[config.mk]
export PLATFORM = sky130hd
export DESIGN_NAME = diag_line_autobaud_status_receiver
export DESIGN_NICKNAME = d
export VERILOG_FILES = /design/src/hdl/dlasr_pkg.sv /design/src/hdl/dlasr_front.sv /design/src/hdl/dlasr_queue.sv /design/src/hdl/dlasr_back.sv /design/src/hdl/diag_line_autobaud_status_receiver.sv
export SDC_FILE = /design/constraint.sdc
export NUM_CORES = 1
export LEC_CHECK = 0
export BUFFER_PORTS_ARGS = -buffer_cell sky130_fd_sc_hd__clkbuf_2
export CAP_MARGIN = 40
export CORE_ASPECT_RATIO = 1.75
export CORE_MARGIN = 5
export CORE_UTILIZATION = 55
export DETAILED_ROUTE_END_ITERATION = 8
export GPL_ROUTABILITY_DRIVEN = 0
export GPL_TIMING_DRIVEN = 0
export PLACE_DENSITY_LB_ADDON = 0.15
export SLEW_MARGIN = 20
export SYNTH_ARGS = -nofsm -noshare
export SYNTH_HDL_FRONTEND = slang
export SYNTH_SLANG_ARGS = --single-unit
[constraint.sdc]
create_clock -name i_clk -period 10.14 [get_ports i_clk]
set_clock_uncertainty 0.1 [all_clocks]
set_input_delay 2.028 -clock i_clk [delete_from_list [all_inputs] [get_ports i_clk]]
set_output_delay 2.028 -clock i_clk [all_outputs]
set_load 0.02 [all_outputs]
[src/hdl/dlasr_pkg.sv]
// shared types, constants and status decode for the diagnostic line receiver
package dlasr_pkg;

    localparam int unsigned TIMER_BITS_DEFAULT = 32;
    localparam int unsigned QUEUE_DEPTH        = 4;
    localparam int unsigned STATUS_W           = 10;
    localparam int unsigned QUIET_W            = 16;
    localparam int unsigned BYTE_BITS          = 8;

    localparam logic [QUIET_W-1:0] QUIET_GAP_RESET = 16'd3000;

    // error byte fields
    localparam logic [7:0] ERR_OTUV_MASK = 8'hC0;
    localparam logic [7:0] ERR_GND_MASK  = 8'h08;
    localparam logic [7:0] ERR_VS_MASK   = 8'h10;
    localparam logic [7:0] ERR_REG_MASK  = 8'h20;
    localparam logic [7:0] ERR_SU_MASK   = 8'h04;
    localparam logic [7:0] ERR_SV_MASK   = 8'h02;
    localparam logic [7:0] ERR_SW_MASK   = 8'h01;

    typedef enum logic {
        KIND_EDGE  = 1'b0,
        KIND_CLEAR = 1'b1
    } t_item_kind;

    typedef enum logic [2:0] {
        PH_SEARCH     = 3'd0,
        PH_SYNC_START = 3'd1,
        PH_SYNC_DATA  = 3'd2,
        PH_SYNC_LAST  = 3'd3,
        PH_SYNC_STOP  = 3'd4,
        PH_DATA       = 3'd5,
        PH_ERROR      = 3'd6
    } t_rx_phase;

    typedef enum logic {
        BK_IDLE   = 1'b0,
        BK_SAMPLE = 1'b1
    } t_back_state;

    typedef struct packed {
        t_item_kind          kind;
        logic                rising;
        logic [STATUS_W-1:0] clear_mask;
    } t_item_ctl;

    function automatic logic [STATUS_W-1:0] decode_status(input logic [7:0] e);
        logic [STATUS_W-1:0] s;
        logic                gnd;
        logic                vs;
        logic                su;
        logic                sv;
        logic                sw;
        logic [1:0]          otuv;
        s    = '0;
        gnd  = |(e & ERR_GND_MASK);
        vs   = |(e & ERR_VS_MASK);
        su   = |(e & ERR_SU_MASK);
        sv   = |(e & ERR_SV_MASK);
        sw   = |(e & ERR_SW_MASK);
        otuv = e[7:6] & ERR_OTUV_MASK[7:6];
        s[0] = su & gnd;
        s[1] = sv & gnd;
        s[2] = sw & gnd;
        s[3] = su & vs;
        s[4] = sv & vs;
        s[5] = sw & vs;
        s[6] = |(e & ERR_REG_MASK);
        case (otuv)
            2'd3: begin
                s[7] = 1'b1;
                s[8] = 1'b1;
            end
            2'd2: s[9] = 1'b1;
            2'd1: s[8] = 1'b1;
            default: ;
        endcase
        return s;
    endfunction

endpackage

[src/hdl/dlasr_front.sv]
// input stage: takes words, classifies them and feeds the item queue
module dlasr_front #(
    parameter int unsigned TIMER_BITS = dlasr_pkg::TIMER_BITS_DEFAULT
) (
    input  logic                              i_clk,
    input  logic                              i_rst_n,
    input  logic                              i_in_valid,
    output logic                              o_in_stall,
    input  logic                              i_mode,
    input  logic [31:0]                       i_edge_time_us,
    input  logic                              i_rising,
    input  logic [dlasr_pkg::STATUS_W-1:0]    i_clear_mask,
    output logic                              o_push,
    output dlasr_pkg::t_item_ctl              o_push_ctl,
    output logic [TIMER_BITS-1:0]             o_push_time,
    input  logic                              i_q_full
);
    import dlasr_pkg::*;

    logic                  r_valid;
    logic                  n_valid;
    t_item_ctl             r_ctl;
    logic [TIMER_BITS-1:0] r_time;
    logic                  accept;

    assign o_in_stall  = r_valid & i_q_full;
    assign accept      = i_in_valid & ~o_in_stall;
    assign o_push      = r_valid & ~i_q_full;
    assign o_push_ctl  = r_ctl;
    assign o_push_time = r_time;

    always_comb begin
        n_valid = (r_valid & i_q_full) | accept;
    end

    always_ff @(posedge i_clk) begin
        if (!i_rst_n) begin
            r_valid <= 1'b0;
        end else begin
            r_valid <= n_valid;
        end
    end

    always_ff @(posedge i_clk) begin
        if (accept) begin
            r_ctl.kind       <= i_mode ? KIND_CLEAR : KIND_EDGE;
            r_ctl.rising     <= i_rising;
            r_ctl.clear_mask <= i_clear_mask;
            r_time           <= i_edge_time_us[TIMER_BITS-1:0];
        end
    end

endmodule

[src/hdl/dlasr_queue.sv]
// short item queue between the input stage and the decoder
module dlasr_queue #(
    parameter int unsigned WIDTH = 8
) (
    input  logic             i_clk,
    input  logic             i_rst_n,
    input  logic             i_push,
    input  logic [WIDTH-1:0] i_data,
    output logic             o_full,
    input  logic             i_pop,
    output logic [WIDTH-1:0] o_data,
    output logic             o_empty
);
    import dlasr_pkg::*;

    localparam int unsigned PTR_W = $clog2(QUEUE_DEPTH);
    localparam int unsigned CNT_W = PTR_W + 1;

    logic [WIDTH-1:0] r_slot [QUEUE_DEPTH];
    logic [PTR_W-1:0] r_wr;
    logic [PTR_W-1:0] r_rd;
    logic [CNT_W-1:0] r_cnt;
    logic [PTR_W-1:0] n_wr;
    logic [PTR_W-1:0] n_rd;
    logic [CNT_W-1:0] n_cnt;

    assign o_full  = (r_cnt == CNT_W'(QUEUE_DEPTH));
    assign o_empty = (r_cnt == '0);
    assign o_data  = r_slot[r_rd];

    always_comb begin
        n_wr  = i_push ? PTR_W'(r_wr + 1'b1) : r_wr;
        n_rd  = i_pop ? PTR_W'(r_rd + 1'b1) : r_rd;
        n_cnt = r_cnt;
        if (i_push && !i_pop) begin
            n_cnt = CNT_W'(r_cnt + 1'b1);
        end else if (!i_push && i_pop) begin
            n_cnt = CNT_W'(r_cnt - 1'b1);
        end
    end

    always_ff @(posedge i_clk) begin
        if (!i_rst_n) begin
            r_wr  <= '0;
            r_rd  <= '0;
            r_cnt <= '0;
        end else begin
            r_wr  <= n_wr;
            r_rd  <= n_rd;
            r_cnt <= n_cnt;
        end
    end

    always_ff @(posedge i_clk) begin
        if (i_push) begin
            r_slot[r_wr] <= i_data;
        end
    end

endmodule

[src/hdl/dlasr_back.sv]
// decoder: sync tracking, bit period measurement, bit sampling and status register
module dlasr_back #(
    parameter int unsigned TIMER_BITS = dlasr_pkg::TIMER_BITS_DEFAULT
) (
    input  logic                              i_clk,
    input  logic                              i_rst_n,
    input  logic                              i_cfg_valid,
    input  logic [dlasr_pkg::QUIET_W-1:0]     i_cfg_data,
    input  logic                              i_q_empty,
    input  dlasr_pkg::t_item_ctl              i_q_ctl,
    input  logic [TIMER_BITS-1:0]             i_q_time,
    output logic                              o_pop,
    output logic                              o_out_valid,
    input  logic                              i_out_stall,
    output logic [dlasr_pkg::STATUS_W-1:0]    o_status_flags,
    output logic                              o_frame_done,
    output logic                              o_sync_error
);
    import dlasr_pkg::*;

    localparam int unsigned TB = TIMER_BITS;

    t_back_state     r_state;
    t_back_state     n_state;
    t_rx_phase       r_phase;
    t_rx_phase       n_phase;
    logic [TB-1:0]   r_last;
    logic [TB-1:0]   n_last;
    logic [TB-1:0]   r_sync_start;
    logic [TB-1:0]   n_sync_start;
    logic [TB-1:0]   r_data_start;
    logic [TB-1:0]   n_data_start;
    logic [TB-1:0]   r_period;
    logic [TB-1:0]   n_period;
    logic [TB-1:0]   r_offset;
    logic [TB-1:0]   n_offset;
    logic [7:0]      r_shift;
    logic [7:0]      n_shift;
    logic [3:0]      r_taken;
    logic [3:0]      n_taken;
    logic [STATUS_W-1:0] r_status;
    logic [STATUS_W-1:0] n_status;
    logic [TB-1:0]   r_since;
    logic [TB-1:0]   n_since;
    logic            r_rise;
    logic            n_rise;
    logic [3:0]      r_cnt;
    logic [3:0]      n_cnt;
    logic [QUIET_W-1:0] r_quiet;

    logic            r_out_valid;
    logic            n_out_valid;
    logic [STATUS_W-1:0] r_out_status;
    logic [STATUS_W-1:0] n_out_status;
    logic            r_out_done;
    logic            n_out_done;
    logic            r_out_serr;
    logic            n_out_serr;

    logic            out_free;
    logic [TB-1:0]   now;
    logic [TB-1:0]   diff;
    logic [TB-1:0]   since;
    logic [TB-1:0]   span;
    logic [TB-1:0]   dev;
    logic            width_ok;
    logic            rise;
    logic            more;
    logic [7:0]      smp_shift;
    logic [3:0]      smp_taken;

    assign o_out_valid    = r_out_valid;
    assign o_status_flags = r_out_status;
    assign o_frame_done   = r_out_done;
    assign o_sync_error   = r_out_serr;

    assign out_free  = ~r_out_valid | ~i_out_stall;
    assign now       = i_q_time;
    assign rise      = i_q_ctl.rising;
    assign diff      = now - r_last;
    assign since     = now - r_data_start;
    assign span      = now - r_sync_start;
    assign dev       = (diff >= r_period) ? (diff - r_period) : (r_period - diff);
    assign width_ok  = dev < (r_period >> 1);
    assign more      = ~r_cnt[3] & (r_offset < r_since);
    assign smp_shift = {r_shift[6:0], ~r_rise};
    assign smp_taken = r_taken + 4'd1;

    always_comb begin
        n_state      = r_state;
        n_phase      = r_phase;
        n_last       = r_last;
        n_sync_start = r_sync_start;
        n_data_start = r_data_start;
        n_period     = r_period;
        n_offset     = r_offset;
        n_shift      = r_shift;
        n_taken      = r_taken;
        n_status     = r_status;
        n_since      = r_since;
        n_rise       = r_rise;
        n_cnt        = r_cnt;
        n_out_valid  = r_out_valid & i_out_stall;
        n_out_status = r_out_status;
        n_out_done   = r_out_done;
        n_out_serr   = r_out_serr;
        o_pop        = 1'b0;

        case (r_state)
            BK_IDLE: begin
                if (!i_q_empty) begin
                    if (i_q_ctl.kind == KIND_CLEAR) begin
                        if (out_free) begin
                            o_pop        = 1'b1;
                            n_status     = r_status & ~i_q_ctl.clear_mask;
                            n_out_valid  = 1'b1;
                            n_out_status = r_status & ~i_q_ctl.clear_mask;
                            n_out_done   = 1'b0;
                            n_out_serr   = 1'b0;
                        end
                    end else if (r_phase == PH_DATA) begin
                        // bits are sampled over the following cycles
                        o_pop   = 1'b1;
                        n_last  = now;
                        n_since = since;
                        n_rise  = rise;
                        n_cnt   = 4'd0;
                        n_state = BK_SAMPLE;
                    end else if (out_free) begin
                        o_pop        = 1'b1;
                        n_last       = now;
                        n_out_valid  = 1'b1;
                        n_out_status = r_status;
                        n_out_done   = 1'b0;
                        n_out_serr   = 1'b0;
                        case (r_phase)
                            PH_SYNC_START: begin
                                if (!rise) begin
                                    n_phase    = PH_ERROR;
                                    n_out_serr = 1'b1;
                                end else begin
                                    n_phase = PH_SYNC_DATA;
                                end
                            end
                            PH_SYNC_DATA: begin
                                if (rise) begin
                                    n_phase    = PH_ERROR;
                                    n_out_serr = 1'b1;
                                end else begin
                                    n_period = span >> 3;
                                    n_phase  = PH_SYNC_LAST;
                                end
                            end
                            PH_SYNC_LAST: begin
                                if (!rise || !width_ok) begin
                                    n_phase    = PH_ERROR;
                                    n_out_serr = 1'b1;
                                end else begin
                                    n_phase = PH_SYNC_STOP;
                                end
                            end
                            PH_SYNC_STOP: begin
                                if (rise || !width_ok) begin
                                    n_phase    = PH_ERROR;
                                    n_out_serr = 1'b1;
                                end else begin
                                    n_data_start = now;
                                    n_offset     = r_period + (r_period >> 1);
                                    n_shift      = '0;
                                    n_taken      = '0;
                                    n_phase      = PH_DATA;
                                end
                            end
                            PH_ERROR: begin
                                n_phase = PH_SEARCH;
                            end
                            default: begin
                                if ((diff > TB'(r_quiet)) && !rise) begin
                                    n_phase      = PH_SYNC_START;
                                    n_sync_start = now;
                                end else begin
                                    n_phase = PH_SEARCH;
                                end
                            end
                        endcase
                    end
                end
            end
            BK_SAMPLE: begin
                if (more) begin
                    if (smp_taken >= 4'(BYTE_BITS)) begin
                        // last bit of the byte: rewrite status
                        if (out_free) begin
                            n_shift      = smp_shift;
                            n_taken      = smp_taken;
                            n_status     = decode_status(smp_shift);
                            n_phase      = PH_SEARCH;
                            n_out_valid  = 1'b1;
                            n_out_status = decode_status(smp_shift);
                            n_out_done   = 1'b1;
                            n_out_serr   = 1'b0;
                            n_state      = BK_IDLE;
                        end
                    end else begin
                        n_shift  = smp_shift;
                        n_taken  = smp_taken;
                        n_offset = r_offset + r_period;
                        n_cnt    = r_cnt + 4'd1;
                    end
                end else if (out_free) begin
                    n_out_valid  = 1'b1;
                    n_out_status = r_status;
                    n_out_done   = 1'b0;
                    n_out_serr   = 1'b0;
                    n_state      = BK_IDLE;
                end
            end
            default: n_state = BK_IDLE;
        endcase
    end

    always_ff @(posedge i_clk) begin
        if (!i_rst_n) begin
            r_state      <= BK_IDLE;
            r_phase      <= PH_SEARCH;
            r_last       <= '0;
            r_sync_start <= '0;
            r_data_start <= '0;
            r_period     <= '0;
            r_offset     <= '0;
            r_shift      <= '0;
            r_taken      <= '0;
            r_status     <= '0;
            r_cnt        <= '0;
            r_out_valid  <= 1'b0;
            r_quiet      <= QUIET_GAP_RESET;
        end else begin
            r_state      <= n_state;
            r_phase      <= n_phase;
            r_last       <= n_last;
            r_sync_start <= n_sync_start;
            r_data_start <= n_data_start;
            r_period     <= n_period;
            r_offset     <= n_offset;
            r_shift      <= n_shift;
            r_taken      <= n_taken;
            r_status     <= n_status;
            r_cnt        <= n_cnt;
            r_out_valid  <= n_out_valid;
            if (i_cfg_valid) begin
                r_quiet <= i_cfg_data;
            end
        end
    end

    always_ff @(posedge i_clk) begin
        r_since      <= n_since;
        r_rise       <= n_rise;
        r_out_status <= n_out_status;
        r_out_done   <= n_out_done;
        r_out_serr   <= n_out_serr;
    end

endmodule

[src/hdl/diag_line_autobaud_status_receiver.sv]
// top level of the diagnostic line autobaud status receiver
// an accepted word is registered in the input stage and written to the queue; the decoder
// pops it and registers its result word, for a data phase edge after sampling its bits
// throughput: one word per cycle while the output is not stalled, except data phase edges,
// which keep the single bit sampler busy; a 4 word queue decouples input from decoder
// reset: synchronous active low; clears phase, timestamps, status and queue, quiet gap to 3000
module diag_line_autobaud_status_receiver #(
    parameter int unsigned TIMER_BITS = dlasr_pkg::TIMER_BITS_DEFAULT
) (
    input  logic                              i_clk,
    input  logic                              i_rst_n,
    input  logic                              i_in_valid,
    output logic                              o_in_stall,
    input  logic                              i_mode,
    input  logic [31:0]                       i_edge_time_us,
    input  logic                              i_rising,
    input  logic [dlasr_pkg::STATUS_W-1:0]    i_clear_mask,
    output logic                              o_out_valid,
    input  logic                              i_out_stall,
    output logic [dlasr_pkg::STATUS_W-1:0]    o_status_flags,
    output logic                              o_frame_done,
    output logic                              o_sync_error,
    input  logic                              i_cfg_valid,
    output logic                              o_cfg_ready,
    input  logic [dlasr_pkg::QUIET_W-1:0]     i_cfg_data
);
    import dlasr_pkg::*;

    localparam int unsigned ITEM_W = $bits(t_item_ctl) + TIMER_BITS;

    logic                  push;
    t_item_ctl             push_ctl;
    logic [TIMER_BITS-1:0] push_time;
    logic                  q_full;
    logic                  q_empty;
    logic                  pop;
    logic [ITEM_W-1:0]     q_head;
    t_item_ctl             head_ctl;
    logic [TIMER_BITS-1:0] head_time;

    assign o_cfg_ready = 1'b1;
    assign head_ctl    = t_item_ctl'(q_head[ITEM_W-1:TIMER_BITS]);
    assign head_time   = q_head[TIMER_BITS-1:0];

    dlasr_front #(
        .TIMER_BITS(TIMER_BITS)
    ) u_front (
        .i_clk          (i_clk),
        .i_rst_n        (i_rst_n),
        .i_in_valid     (i_in_valid),
        .o_in_stall     (o_in_stall),
        .i_mode         (i_mode),
        .i_edge_time_us (i_edge_time_us),
        .i_rising       (i_rising),
        .i_clear_mask   (i_clear_mask),
        .o_push         (push),
        .o_push_ctl     (push_ctl),
        .o_push_time    (push_time),
        .i_q_full       (q_full)
    );

    dlasr_queue #(
        .WIDTH(ITEM_W)
    ) u_queue (
        .i_clk   (i_clk),
        .i_rst_n (i_rst_n),
        .i_push  (push),
        .i_data  ({push_ctl, push_time}),
        .o_full  (q_full),
        .i_pop   (pop),
        .o_data  (q_head),
        .o_empty (q_empty)
    );

    dlasr_back #(
        .TIMER_BITS(TIMER_BITS)
    ) u_back (
        .i_clk          (i_clk),
        .i_rst_n        (i_rst_n),
        .i_cfg_valid    (i_cfg_valid),
        .i_cfg_data     (i_cfg_data),
        .i_q_empty      (q_empty),
        .i_q_ctl        (head_ctl),
        .i_q_time       (head_time),
        .o_pop          (pop),
        .o_out_valid    (o_out_valid),
        .i_out_stall    (i_out_stall),
        .o_status_flags (o_status_flags),
        .o_frame_done   (o_frame_done),
        .o_sync_error   (o_sync_error)
    );

    a_no_push_full: assert property (@(posedge i_clk) disable iff (!i_rst_n)
        push |-> !q_full)
        else $error("queue written while full");

    a_no_pop_empty: assert property (@(posedge i_clk) disable iff (!i_rst_n)
        pop |-> !q_empty)
        else $error("queue read while empty");

    a_done_xor_serr: assert property (@(posedge i_clk) disable iff (!i_rst_n)
        o_out_valid |-> !(o_frame_done && o_sync_error))
        else $error("frame done and sync error on one word");

    a_stall_means_full: assert property (@(posedge i_clk) disable iff (!i_rst_n)
        o_in_stall |-> q_full)
        else $error("input stalled with queue space left");

endmodule
* Word level (Yosys, flattened, before mapping)
Memories as Yosys holds them, arrays and structs flattened. A register that Yosys moved wholly into a read port is not among the register bits.
Index checks and enable logic that the tools add are counted.
** Storage, ports and cells
- Input bits :: 65
- Output and inout port bits :: 15
- Memories kept :: 1
- ROM bits :: 0
- Latch bits :: 0
- Bits in writable memories :: 176
- Register bits :: 300
** Cells by class
- Add/subtract/negate cells :: 13
- Reductions and logical operators :: 27
- Bitwise operators :: 28
- Eq/ne operators :: 28
- Shifts and indexed selects :: 0
- Divide/modulo/power cells :: 0
- Mux-type cells :: 115
- Multiply operators :: 0
- $lt $le $gt $ge :: 5
** Memory list
- u_queue.r_slot :: words 4, bits a word 44, rd ports 1, clocked after memory_dff 1, write ports 1, line dlasr_queue.sv:19 : logic [WIDTH-1:0] r_slot [QUEUE_DEPTH];
** Operators by type and width (count)
- 32-bit two-way mux :: 11
- 10-bit two-way mux :: 11
- 32-bit subtractor :: 3
- 32-bit case mux with 2 select lines :: 1
- 7-bit two-way mux :: 9
- 4-bit two-way mux :: 14
- 1-bit two-way mux :: 42
- 10-bit case mux with 2 select lines :: 2
- 3-bit two-way mux :: 11
- 32-bit by 29-bit adder with 32-bit output :: 1
- 32-bit by 29-bit greater-or-equal comparator with 1-bit output :: 1
- 32-bit by 16-bit > comparator with 1-bit output :: 1
- 32-bit by 28-bit less-than comparator with 1-bit output :: 1
- 32-bit less-than comparator :: 1
- 29-bit by 32-bit subtractor with 32-bit output :: 1
- 32-bit by 29-bit subtractor with 32-bit output :: 1
- 29-bit by 28-bit adder with 30-bit output :: 1
- 7-bit AND reduction :: 4
- 2-bit != test, second input constant :: 10
- 4-bit case mux with 2 select lines :: 2
- 4-bit AND reduction :: 4
- 8-bit AND reduction :: 2
- 3-bit case mux with 5 select lines :: 1
- 7-bit case mux with 2 select lines :: 1
- 31 further kinds :: 80

* Logic depth before layout (Yosys ltp)
Gate-level depths: netlist of run 1.
- Depth in word-level cells :: 13
- Depth in mapped cells :: 45
- Depth with buffers taken out :: 39

* Hierarchy
From an unflattened synthesis of run 1, not the netlist that was laid out.
** Second synthesis, totals
- Cells, all modules :: 3155
- Area, all modules :: 30257.8 um^2
** By module, submodules not included
- dlasr_back :: sequential area each 5415.2 um^2, cells each 2831, times used 1, area each 22022.4 um^2
- dlasr_queue :: sequential area each 5465.2 um^2, cells each 273, times used 1, area each 6852.8 um^2
- dlasr_front :: sequential area each 1341.3 um^2, cells each 49, times used 1, area each 1371.3 um^2
- diag_line_autobaud_status_receiver :: sequential area each 0.0 um^2, cells each 2, times used 1, area each 11.3 um^2

* Worst setup path after synthesis of run 1
OpenSTA, ideal clock, no wires.
- Kind :: register to register
- From :: register (tool-made name)
- To :: register u_back.r_shift[0]
- Clock period less this slack :: 9.425 ns
- Required time :: 9.923 ns
- Slack :: 0.715 ns
- Arrival :: 9.209 ns
- Buffers on the path :: 6
- Library setup time :: 0.117 ns
- Cell stages (with the launch flop) :: 43
- Path through :: dfxtp_1 buf_2 buf_1 mux4_2 ha_1 a2111o_1 o21bai_1 o31a_1 o21ai_0 a21boi_0 o21bai_1 a21oi_1 xnor2_1 inv_1 ha_1 a21o_1 a21o_1 a21oi_1 [... 7 more ...] buf_1 a211oi_1 a21oi_1 xor2_1 ha_1 a21o_1 a21o_1 a21oi_1 o21ai_0 a31oi_1 o21a_1 o21ai_0 nor3_1 nand4b_4 or3b_4 or4_4 buf_6 a22o_1
** RTL lines
- end signal, assigned :: line dlasr_back.sv:245 : r_shift <= n_shift;
- end, declared :: line dlasr_back.sv:37 : logic [7:0] r_shift;

==> impl_metrics.toml, run 1 <==
[outcome]
status = "finished, final reports clean"

[yosys]
synth_ff_type = "edfxtp_1"
synth_fa_ha_area_share_pct = 12.5
yosys.area_share.simple_pct = 12.9
syn_avg_cell_area_sq_um = 9.58
synth_edf_count = 265
synth_top_family_by_area = "compound AO/OA/AOI/OAI gates"
synth-seq-cells = 478
synth_compound_area_share_pct = 17.8
synth-xor-area-share_pct = 4.35
seq_area_frac_synth_pct = 40.5
muxShareOfSynthArea_pct = 7.16
syn_area_sq_mm = 0.0302
netlist_instances = 3152
yosysUniqueCellTypes = 87
async_reset_ff_share_pct = 0
synth_nets = 3514
synth_warnings = 0

[worst_setup_path]
slowest_delay_ns = 0.60
r2r_slack_ns = 0.26
crit_path_end_kind = "flip-flop"
critPathKind = "flip-flop to flip-flop"
start_kind = "flip-flop"
crit_top_cell = "ha_1"
crit_required_ns = 10.54
arrival_ns = 10.29
cp_slowest_cell = "mux4_2"
reg2reg_to = "u_back.r_shift[3]"
r2r_cells = 41
worstPathMaxFanout = 10

[timing]
post-route-period-util_pct = 97.5
slew_viol_final = 0
min_period_ns = 9.88
tightest_slew_ns = 0.934
setup_viol = 0
timing.slew.headroom_pct = 37.8
hold_viol = 0
fmax_mhz = 101
setup_ws_ns = 0.257

[layout]
layout-drive-gt1-share_pct = 9.75
nets = 3670
antenna_cells = 0
stdcell_area_sq_mm = 0.0337
synthToLayoutAreaGrowth_pct = 11.6

[floorplan]
fp.coreArea_sq_mm = 0.0544
num_io_pins = 80
die_y_um = 320
die-area_sq_mm = 0.0599
rows = 113
die_x_um = 187
initial_core_util_pct = 55.5

[clock_tree]
numCtsBuffers = 45
cts_tree = "built"
clk_path_buf_depth = 3
htreeDepth = 2
clock_sinks = 478
clkTransAtPathRegs_ns = 0.07
clock_tree.root_cell = "clkbuf_16"
insertion_delay_ns = 0.61
cts_hold_buf = 0

[route]
topRoutingLayerUsed = "met4"
routed_wl_um = 91000
first_pass_iters = 5
route.detailed.drc = 0
wl_per_cell_um = 22.6
vias = 24884
route.met2.wl_um = 44600
wl_met3_um = 4820
drtIter0Drc = 1797
final_antenna_net_count = 0
met1Wirelength_um = 31900
viasPerCell = 6.17

[place]
place_hpwl_um = 70100
place_area_sq_mm = 0.0316
numPortBuffers = 77
place_ws_ns = -2.33

[grt]
grt_pass1_wl_um = 138000
grt_pass1_vias = 24841
grt_antenna_before_repair = 0
grt_start_max_net_pins = 45
grt_use_total_pct = 29.3
grt-ovfl-total = 0

[job]
drv_cap = 0

[hold_path]
min_from = "u_back.r_last[9]"
min_path_type = "flip-flop to flip-flop"
min_delay_worst_endpoint = "u_back.r_last[9]"
worstHoldPathCells = 2
-- flip-flops by register name (all words and copies together) (netlist names), 12 cells and up, named ones only --
register,flops
u_back.r_data_start,32
u_back.r_period,29
u_back.r_last,32
u_front.o_push_ctl,12
u_front.o_push_time,32
u_back.r_quiet,16
u_back.r_offset,32
u_queue.r_slot,176
u_back.r_since,32
u_back.r_sync_start,32
-- metal layers --
metal	track usage (%)	vias up
met4	25.1	0
li1	-	11687
met3	3.69	369
met2	51.7	1015
met5	0	-
met1	30.8	11813
-- cells in the final DEF (no fill, tap or decap), types with 10 or more instances in the layout --
cell,Yosys,layout
nand2b_1,36,36
a211oi_1,39,39
clkbuf_1,93,88
buf_1,17,11
mux2i_1,116,115
buf_4,1,27
inv_1,262,260
o21bai_1,31,30
a211o_1,11,11
xnor2_1,92,84
ha_1,290,282
nand4_1,37,37
or3_1,21,21
o21a_1,33,33
edfxtp_1,265,265
nand3b_1,14,14
and2_1,20,16
a31oi_1,28,26
dfxtp_1,213,212
nand3_1,47,47
o21ai_0,155,151
a21o_1,126,125
mux4_2,43,43
nor3_1,34,33
nor2b_1,33,32
nor2_1,276,273
a21oi_1,277,269
a22o_1,11,11
and3_1,35,35
nand2_1,243,243
clkbuf_2,0,83
a21boi_0,11,10
clkbuf_16,0,45
o211ai_1,24,24
xor2_1,58,55
-- how the worst max path moves through the flow --
stage	from	endpoint	slack [ns]	cells past startpoint
6_report	flip-flop	u_back.r_shift[3]	0.26	41
5_1_grt	flip-flop	u_back.r_taken[0]	-0.08	42
4_1_cts	flip-flop	u_back.r_shift[3]	0.008	40
3_5_place_dp	flip-flop	u_back.r_offset[24]	-2.33	37
3_3_place_gp	flip-flop	u_back.r_data_start[28]	-2.65	37
2_1_floorplan	flip-flop	u_back.r_shift[0]	0.71	42
-- cells in the mapped netlist (7+ instances only) --
master | n | area [sq um]
ha_1 | 290 | 3630
a21oi_1 | 277 | 1390
nor2_1 | 276 | 1040
edfxtp_1 | 265 | 7960
inv_1 | 262 | 983
nand2_1 | 243 | 912
dfxtp_1 | 213 | 4260
o21ai_0 | 155 | 776
a21o_1 | 126 | 946
mux2i_1 | 116 | 1160
clkbuf_1 | 93 | 349
xnor2_1 | 92 | 806
xor2_1 | 58 | 508
nand3_1 | 47 | 235
mux4_2 | 43 | 968
a211oi_1 | 39 | 293
nand4_1 | 37 | 231
nand2b_1 | 36 | 225
and3_1 | 35 | 219
nor3_1 | 34 | 170
nor2b_1 | 33 | 206
o21a_1 | 33 | 248
o21bai_1 | 31 | 233
a31oi_1 | 28 | 175
o211ai_1 | 24 | 180
or3_1 | 21 | 131
and2_1 | 20 | 125
buf_1 | 17 | 63.8
nand3b_1 | 14 | 105
a211o_1 | 11 | 96.3
a21boi_0 | 11 | 82.6
a22o_1 | 11 | 96.3
a311oi_1 | 8 | 70.1
buf_2 | 8 | 40.0
nor4_1 | 8 | 50.1
o22ai_1 | 8 | 50.1
or2_2 | 8 | 50.1
fa_1 | 7 | 140
o21ai_1 | 7 | 35.0
o31ai_1 | 7 | 52.6
-- worst max-delay path: cells and delay by family (launching register included) --
kind | cells | cell delay [ns]
compound gates | 13 | 2.56
xor+xnor | 1 | 0.18
fa+ha+maj | 4 | 1.12
buf+inv | 7 | 1.16
flops | 1 | 0.35
mux | 2 | 0.71
simple gates | 14 | 3.55
-- layout make-up --
class,instances,area [sq um]
Tap cell,690,863
Buffer,113,508
Clock buffer,52,1150
Sequential cell,478,12200
Timing Repair Buffer,115,702
Inverter,263,987
Clock inverter,31,375
Fill cell,4488,20700
Multi-Input combinational cell,2292,16900
-- through the flow --
| step | TNS (ns) | hold slack, ns | instances | util, % |
|---|---|---|---|---|
| 4_1_cts | 0 | 0.355 | 4025 | 61.3 |
| 3_5_place_dp | -166.83 | 0.347 | 3936 | 58.1 |
| 3_3_place_gp | -181.82 | 0.343 | 3919 | 57.8 |
| 5_1_grt | -0.691 | 0.372 | 4034 | 61.9 |
| 2_1_floorplan | 0 | 0.336 | 3152 | - |
| 6_report | 0 | 0.356 | 4034 | 61.9 |
-- cells by family after synthesis --
family | count (synthesis)
compound gates | 846
simple gates | 835
flops | 478
buf+inv | 383
fa+ha+maj | 297
mux | 162
xor+xnor | 150
other cells | 1
-- repair_timing --
item,in CTS,in global routing
gates resized for setup,38,63
buffers inserted,10,10
endpoints found under the setup margin,78,77
gates cloned,0,1
pin swaps,4,10
Power of run 1 is not shown: default switching activity piles up to over one toggle a cycle in this logic, so the estimate is an artifact.
==> run 2, diff against run 1 <==
--- a/config.mk
+++ b/config.mk
@@ -5,14 +5,13 @@
 export SDC_FILE = /design/constraint.sdc
 export NUM_CORES = 1
 export LEC_CHECK = 0
-export BUFFER_PORTS_ARGS = -buffer_cell sky130_fd_sc_hd__clkbuf_2
 export CAP_MARGIN = 40
 export CORE_ASPECT_RATIO = 1.75
 export CORE_MARGIN = 5
 export CORE_UTILIZATION = 55
 export DETAILED_ROUTE_END_ITERATION = 8
+export DONT_BUFFER_PORTS = 1
 export GPL_ROUTABILITY_DRIVEN = 0
-export GPL_TIMING_DRIVEN = 0
 export PLACE_DENSITY_LB_ADDON = 0.15
 export SLEW_MARGIN = 20
 export SYNTH_ARGS = -nofsm -noshare
==> run 2 against run 1 <==
  * Worst setup slack better by 0.15 ns
  * Fmax grew 1.5%
  * Register-to-register slack improved by 0.15 ns
  * First-iteration DRC count decreased by 0.22%
  * Via count decreased by 3.7%
  * Critical path depth down 7
==> impl_metrics.toml, run 2 (synthesis results as in run 1) <==
[floorplan]
fp.coreArea_sq_mm = 0.0544
rows = 113
die_y_um = 320
die-area_sq_mm = 0.0599
initial_core_util_pct = 55.5
die_x_um = 187
num_io_pins = 80

[worst_setup_path]
arrival_ns = 10.14
critPathKind = "flip-flop to flip-flop"
worstPathMaxFanout = 15
start_kind = "flip-flop"
crit_required_ns = 10.54
slowest_delay_ns = 0.60
cp_slowest_cell = "mux4_2"
crit_path_end_kind = "flip-flop"

[route]
drtIter0Drc = 1793
viasPerCell = 6.19
vias = 23964
first_pass_iters = 6
routed_wl_um = 84200
wl_per_cell_um = 21.7
final_antenna_net_count = 0
route.detailed.drc = 0

[layout]
layout-drive-gt1-share_pct = 7.07
fin_util_pct = 60.4
multiInputGateArea_sq_mm = 0.0166
fillers = 4554
synthToLayoutAreaGrowth_pct = 8.86
final_cell_mix = "290 x ha_1, 276 x a21oi_1, 275 x nor2_1"
regMostFlops = "u_queue.r_slot"
antenna_cells = 0
ff_latch_area_sq_mm = 0.0122
nets = 3508
final_common_cell = "ha_1"
largest_reg_flops = 176
stdcell_area_sq_mm = 0.0329

[outcome]
status = "finished, final reports clean"

[clock_tree]
htreeDepth = 2
clkTransAtPathRegs_ns = 0.07
insertion_delay_ns = 0.61
cts_tree = "built"
clk_path_buf_depth = 3
clock_tree.root_cell = "clkbuf_16"
cts_hold_buf = 0
numCtsBuffers = 46
clock_sinks = 478

[grt]
grt_pass1_vias = 23780
grt_start_max_net_pins = 85
grt-ovfl-total = 0
grt_use_total_pct = 27.3
grt_antenna_before_repair = 0
grt_pass1_wl_um = 130000

[timing]
fmax_mhz = 103
hold_viol = 0
setup_viol = 0
post-route-period-util_pct = 96.0
tns_ns = 0
slew_viol_final = 0
timing.slew.headroom_pct = 33.9
tightest_slew_ns = 0.987
min_period_ns = 9.74

[job]
drv_cap = 0

[place]
place_area_sq_mm = 0.0312
place_hpwl_um = 65300
numPortBuffers = 0

[hold_path]
min_path_type = "flip-flop to flip-flop"
min_from = "u_back.r_last[2]"
-- run 2: cell count changes in the layout (fill, tap and decap cells not counted), sizes merged --
| cell | change |
|---|---|
| clkinvlp | -1 |
| inv | -2 |
| buf | +6 |
| clkbuf | -156 |
| or2 | -1 |
| clkinv | -5 |
| bufinv | -1 |
-- run 2: cell type report --
cell class / instances / share of cell area [%]
well taps: 690 / 2.63
clock inverters: 22 / 1.00
repair buffers: 66 / 1.69
flip-flops and latches: 478 / 37.2
inverters: 263 / 3.02
clock buffers: 64 / 3.99
multi-input cells: 2291 / 50.5
-- run 2: path summary, 6_finish.rpt --
kind | end | cells after the start | slack (ns)
worst max-delay path | u_back.r_taken[3] | 34 | 0.40
worst min-delay path | u_back.r_last[2] | 2 | 0.35
worst max register to register | u_back.r_taken[3] | 34 | 0.40
worst min register to register | u_back.r_last[2] | 2 | 0.35
-- run 2: what timing repair did --
item / in CTS / in global routing
setup buffers: 0 / 0
endpoints found under the setup margin: 0 / 12
hold endpoints to repair: 0 / 0
gates resized for setup: 0 / 8
-- run 2: layer usage --
metal  routed length (um)  global-route usage, %
met1                30300                   29.5
met2                42100                   48.6
met3                 4480                   4.20
met4                 7270                   19.4
met5                    0                      0
-- run 2: worst max-delay path: cells and delay by family, from the launching register on --
family / cells / cell delay [ns]
and+or+nand+nor: 9 / 2.71
DFF: 1 / 0.45
muxes: 2 / 0.84
adders and majority gates: 3 / 1.04
buffers and inverters: 3 / 0.69
AOI/OAI and AO/OA: 16 / 3.53
xor gates and xnor gates: 1 / 0.25
-- run 2: through the flow --
stage               setup WS (ns)  hold WS (ns)  std cells
detailed placement          0.355         0.347       3787
CTS                         0.331         0.356       3873
global placement            0.499         0.342       3784
global route              -0.0106         0.373       3874
finish                      0.405         0.354       3874
floorplan                   0.715         0.336       3152
Power of run 2 is left out for the same reason.
